--- src/rtl/core/qvr_pkg.sv ---
// Package for the quaternion vector rotation pipeline.
// Holds the shared widths, latencies and the pipeline control word; depends on nothing.
package qvr_pkg;

  localparam int IN_W   = 16;
  localparam int OUT_W  = 17;
  localparam int PROD_W = 32;
  localparam int SUM_W  = 34;
  localparam int TERM_W = 50;
  localparam int NUM_W  = 52;
  localparam int NORM_W = 33;
  localparam int REM_W  = 53;
  localparam int DEN_W  = 34;
  localparam int QUO_W  = 17;

  localparam int NUMER_LAT = 4;
  localparam int DIV_LAT   = QUO_W + 1;

  localparam logic signed [OUT_W:0] ROT_MAX = 18'sd65535;
  localparam logic signed [OUT_W:0] ROT_MIN = -18'sd65536;

  typedef struct packed {
    logic valid;
    logic err;
  } ctl_t;

endpackage

--- src/rtl/core/qvr_divider.sv ---
// Pipelined restoring divider for one lane, rounding to nearest with halves away from zero.
// One quotient bit per stage after a preparation stage; depends on qvr_pkg.
module qvr_divider (
  input  logic                               clk,
  input  logic signed [qvr_pkg::NUM_W-1:0]   num,
  input  logic        [qvr_pkg::NORM_W-1:0]  norm,
  output logic                               neg,
  output logic        [qvr_pkg::QUO_W-1:0]   quo
);
  import qvr_pkg::*;

  logic [REM_W-1:0] rem [QUO_W+1];
  logic [DEN_W-1:0] den [QUO_W+1];
  logic [QUO_W-1:0] q   [QUO_W+1];
  logic             sgn [QUO_W+1];
  logic [NUM_W-1:0] mag;

  assign mag = num[NUM_W-1] ? NUM_W'(-num) : NUM_W'(num);

  always_ff @(posedge clk) begin
    rem[0] <= {mag, 1'b0} + REM_W'(norm);
    den[0] <= {norm, 1'b0};
    q[0]   <= '0;
    sgn[0] <= num[NUM_W-1];
  end

  for (genvar i = 0; i < QUO_W; i++) begin : g_step
    localparam int SH = QUO_W - 1 - i;
    logic [REM_W-1:0] sub;
    assign sub = REM_W'(den[i]) << SH;
    always_ff @(posedge clk) begin
      if (rem[i] >= sub) begin
        rem[i+1] <= rem[i] - sub;
        q[i+1]   <= q[i] | (QUO_W'(1) << SH);
      end else begin
        rem[i+1] <= rem[i];
        q[i+1]   <= q[i];
      end
      den[i+1] <= den[i];
      sgn[i+1] <= sgn[i];
    end
  end

  assign quo = q[QUO_W];
  assign neg = sgn[QUO_W];

endmodule

--- config.mk ---
export PLATFORM = sky130hd
export DESIGN_NAME = qvr_divider
export DESIGN_NICKNAME = d
export VERILOG_FILES = /design/src/rtl/core/qvr_pkg.sv /design/src/rtl/core/qvr_divider.sv
export SDC_FILE = /design/constraint.sdc
export NUM_CORES = 2
export LEC_CHECK = 0
export ABC_AREA = 1
export BUFFER_PORTS_ARGS = -buffer_cell sky130_fd_sc_hd__buf_4
export CORE_ASPECT_RATIO = 1.5
export CORE_UTILIZATION = 58
export DETAILED_ROUTE_END_ITERATION = 16
export GPL_TIMING_DRIVEN = 0
export HOLD_SLACK_MARGIN = 0.02
export PLACE_DENSITY = 0.81
export SLEW_MARGIN = 15
export SYNTH_ARGS = -nofsm -noshare
export SYNTH_HDL_FRONTEND = slang
export SYNTH_SLANG_ARGS = --single-unit
--- constraint.sdc ---
create_clock -name clk -period 2.8 [get_ports clk]
set_input_delay 0.28 -clock clk [delete_from_list [all_inputs] [get_ports clk]]
set_output_delay 0.28 -clock clk [all_outputs]
set_load 0.005 [all_outputs]
==> impl_metrics.json <==
{
  "drt-wirelength-per-cell_um": 25.0,
  "crit_top_cell": "sky130_fd_sc_hd__a31oi_1",
  "grt_setup_unrepaired": "yes",
  "final-max-slew-violation-count": 0,
  "synth.ff_latch_count": 1616,
  "boundaryPins": 104,
  "maximum_capacitance_violations": 0,
  "ff_to_ff_setup_slack_ns": -0.39,
  "timing.critical_path.to_type": "register",
  "layout-drive-gt1-share_pct": 13.9,
  "clockBufferDepth": 3,
  "synth_cells": 12200,
  "worst_clock_skew_ns": 0.0387,
  "setup_violations": 94,
  "timing.reg2reg.worst_path_depth": 10,
  "yosysTopAreaCell": "sky130_fd_sc_hd__dfxtp_1",
  "drcViolationCount": 0,
  "critical_path.top_delay_family": "compound AO/OA/AOI/OAI gates",
  "max_freq_mhz": 314,
  "largest_net_degree_at_the_start_of_global_routing": 18,
  "critical-path-slowest-cell": "sky130_fd_sc_hd__or2_2",
  "path_cells": "ha_4, buf_4, a21oi_1, inv_1, a31oi_1, o21ai_0, a31oi_1, nand3_2, or2_2, a21oi_4",
  "grt_antenna_before_repair": 47,
  "holdCritPathClass": "in -> reg",
  "dpl.cell_count": 14300,
  "setup.worst_path.class": "reg -> reg",
  "number_of_enable_flip_flop_cells_after_synthesis": 0,
  "numCtsBuffers": 149,
  "dr_total_vias": 89200,
  "syn-num-nets": 12900,
  "r2r_end": "rem[6][95]$_DFF_P_",
  "fin_setup_tns_ns": -8.91,
  "postRouteAntennaNets": 0,
  "syn_area_sq_um": 87800,
  "worstReg2RegStart": "rem[6][29]$_DFF_P_",
  "critical_path.max_fanout": 3,
  "cts_tree": "yes",
  "async_reset_ff_share_pct": 0,
  "post_synth.cell_area_avg_sq_um": 7.18,
  "die-width_um": 320,
  "postLayoutSetupSlackWorst_ns": -0.388,
  "cp-endpoint": "rem[6][95]$_DFF_P_",
  "critPathRequiredTime_ns": 3.55,
  "yosysSeqAreaShare_pct": 36.9,
  "cts_root_buf": "sky130_fd_sc_hd__clkbuf_16",
  "cts.clk_slew.worst_paths_ns": 0.07,
  "final_min_period_over_clock_period_pct": 114,
  "p_per_area_nw_per_um2": 1300,
  "vert_die_dim_um": 478,
  "setup.worst_path.start": "rem[6][29]$_DFF_P_",
  "fin_cells": 14800,
  "yosysTopAreaCellShare_pct": 36.9,
  "violations": "negative setup slack",
  "synth.distinct_cells": 70,
  "floorplan.initialDensity_pct": 58.5,
  "ys.flop_type": "sky130_fd_sc_hd__dfxtp_1",
  "period_needed_ns": 3.19,
  "cp_data_arrival_time_ns": 3.94,
  "finalHoldViolations": 0,
  "via_count_of_the_first_global_routing_pass": 86700,
  "worst-path-stages": 10,
  "worst_slew_margin_rel_pct": 26.7,
  "total_routing_usage_reported_by_global_routing_pct": 47.7,
  "worstMarginPinSlew_ns": 1.09,
  "clkLatencyLatePin_ns": 0.84,
  "netlist_top_cells_area": "sky130_fd_sc_hd__dfxtp_1 (37%), sky130_fd_sc_hd__nand2_1 (11%), sky130_fd_sc_hd__ha_1 (8.6%)",
  "cts_htree_levels": 4,
  "outcome": "finished, violations left",
  "place.detailed.hpwl_mm": 290,
  "fp.coreArea_sq_um": 150000,
  "port-buffer-count": 103,
  "core.rowCount": 174,
  "critPathMaxStageDelay_ns": 0.45,
  "crit_buf_inv": 2,
  "detail_route.vias_per_cell": 6.04,
  "critical_path.startpoint_type": "register",
  "hold_ws_ns": 0.0500,
  "grt_first_pass_wirelength_mm": 541,
  "fin_nets": 13400,
  "initial_drc_count": 10400,
  "area_after_detailed_placement_sq_um": 91000,
  "power.ir.vdd_worst_mv": 0.859,
  "die-area_sq_um": 153000,
  "drt-pass1-iter-count": 9,
  "synthToLayoutAreaGrowth_pct": 16.9,
  "stdcell_area_sq_um": 103000,
  "ys.warnings.count": 0,
  "wirelength_mm": 369,
  "cts.sink_count": 1616,
  "finalWeightedCongestion": 1.17,
  "p_leak_nw": 44.9,
  "overflow": 0
}
[per-layer routing]
layer / track usage [%] / up-vias / share of wire, %
met5: 0.190 / - / 0.047
met4: 48.1 / 26 / 13
met3: 15.0 / 2313 / 9.8
met2: 75.3 / 5540 / 44
met1: 49.0 / 40700 / 33
li1: - / 40600 / -
[where the power goes]
part	internal, W	switching [W]	leakage, nW
Clock	0.0121	0.00966	2.52
Sequential	0.0305	0.00811	13.6
Combinational	0.0252	0.0474	28.8
[registers in the layout, summed over array words and instances (netlist names)]
signal,count
den,544
q,153
rem,901
sgn,18
[final cells by class]
class | count | area, sq um
diodes | 30 | 75.1
plain buffers | 124 | 1250
clock buffers | 194 | 4230
clock inverters | 78 | 947
fillers | 12600 | 47400
inverters | 1761 | 6660
multi-input cells | 8724 | 51900
flip-flops and latches | 1616 | 32700
well taps | 1936 | 2420
repair buffers | 292 | 2450
[worst reg2reg max path, delay by kind of cell, from the launching register on]
family                     cells  cell delay [ns]
adders and majority gates      1             0.24
and+or+nand+nor                2             0.89
AOI/OAI and AO/OA              5             1.37
buffers and inverters          2             0.22
DFF                            1             0.40
[worst min path at each step]
stage,start,end,slack [ns],cells after the start
4_1_cts,num[5],rem[0][6]$_DFF_P_,0.02,4
3_5_place_dp,q[11][6]$_DFF_P_,q[12][6]$_DFF_P_,0.31,0
6_report,num[5],rem[0][6]$_DFF_P_,0.05,4
5_1_grt,num[5],rem[0][6]$_DFF_P_,0.05,4
3_3_place_gp,q[14][4]$_DFF_P_,q[15][4]$_DFF_P_,0.31,0
2_1_floorplan,norm[9],den[0][10]$_DFF_P_,0.31,0
[synth_stat cells, types with 31 or more instances]
master                        n
sky130_fd_sc_hd__a21oi_2     49
sky130_fd_sc_hd__or2_2      119
sky130_fd_sc_hd__o21bai_1    92
sky130_fd_sc_hd__dfxtp_1   1616
sky130_fd_sc_hd__o21ai_1    209
sky130_fd_sc_hd__nand3_1    458
sky130_fd_sc_hd__nand2_1   2595
sky130_fd_sc_hd__nand4_1    128
sky130_fd_sc_hd__nor3_1     131
sky130_fd_sc_hd__xnor2_1    284
sky130_fd_sc_hd__a31oi_1    123
sky130_fd_sc_hd__o21ai_2     69
sky130_fd_sc_hd__o21a_1      38
sky130_fd_sc_hd__inv_1     1741
sky130_fd_sc_hd__buf_2       50
sky130_fd_sc_hd__a21o_1      75
sky130_fd_sc_hd__nor2_1    1468
sky130_fd_sc_hd__nor4_1      87
sky130_fd_sc_hd__buf_6       42
sky130_fd_sc_hd__a21oi_1    896
sky130_fd_sc_hd__o21ai_0    725
sky130_fd_sc_hd__nand2_2     45
sky130_fd_sc_hd__xor2_1     290
sky130_fd_sc_hd__a21boi_0    31
sky130_fd_sc_hd__ha_1       600
[timing repair]
action / CTS / global route
gates cloned: 1 / 2
gates resized for setup: 444 / 763
endpoints found under the setup margin: 639 / 696
endpoints found under the hold margin: 76 / 0
hold buffers: 49 / 0
setup buffers: 57 / 72
pin swaps: 56 / 96
[stage by stage]
stage	utilization (%)	setup WS [ns]	total power, W
floorplan	-	0.0567	0.0765
global route	68.4	-0.448	0.139
finish	68.4	-0.388	0.133
detailed placement	60.7	-1.14	0.0993
global placement	60.6	-1.88	0.0987
CTS	66.0	-0.00965	0.124
[logic make-up after synthesis]
family / after synthesis / share of synthesized area [%]
compound gates: 2388 / 15.4
xor+xnor: 574 / 5.73
fa+ha+maj: 617 / 8.94
buf+inv: 1885 / 8.64
flops: 1616 / 36.9
simple gates: 5145 / 24.5
[cells in the final DEF (no fill, tap or decap), drive strengths merged, types with 3 or more instances in the layout]
cell / count
nand2: 2645
inv: 1783
dfxtp: 1616
nor2: 1490
o21ai: 1005
a21oi: 948
ha: 600
nand3: 467
buf: 334
xor2: 290
xnor2: 284
clkbuf: 227
nor3: 138
nand4: 130
or2: 124
a31oi: 123
o21bai: 96
nor4: 91
a21o: 76
dlygate4sd3: 49
o21a: 38
a21boi: 38
o211ai: 33
diode: 30
clkinv: 27
nand3b: 26
and3: 24
fa: 17
clkinvlp: 15
bufinv: 14
a211oi: 11
and2: 7
o2111ai: 7
o211a: 4
o31ai: 4
o221ai: 3
(Power assumes the default switching activity.)
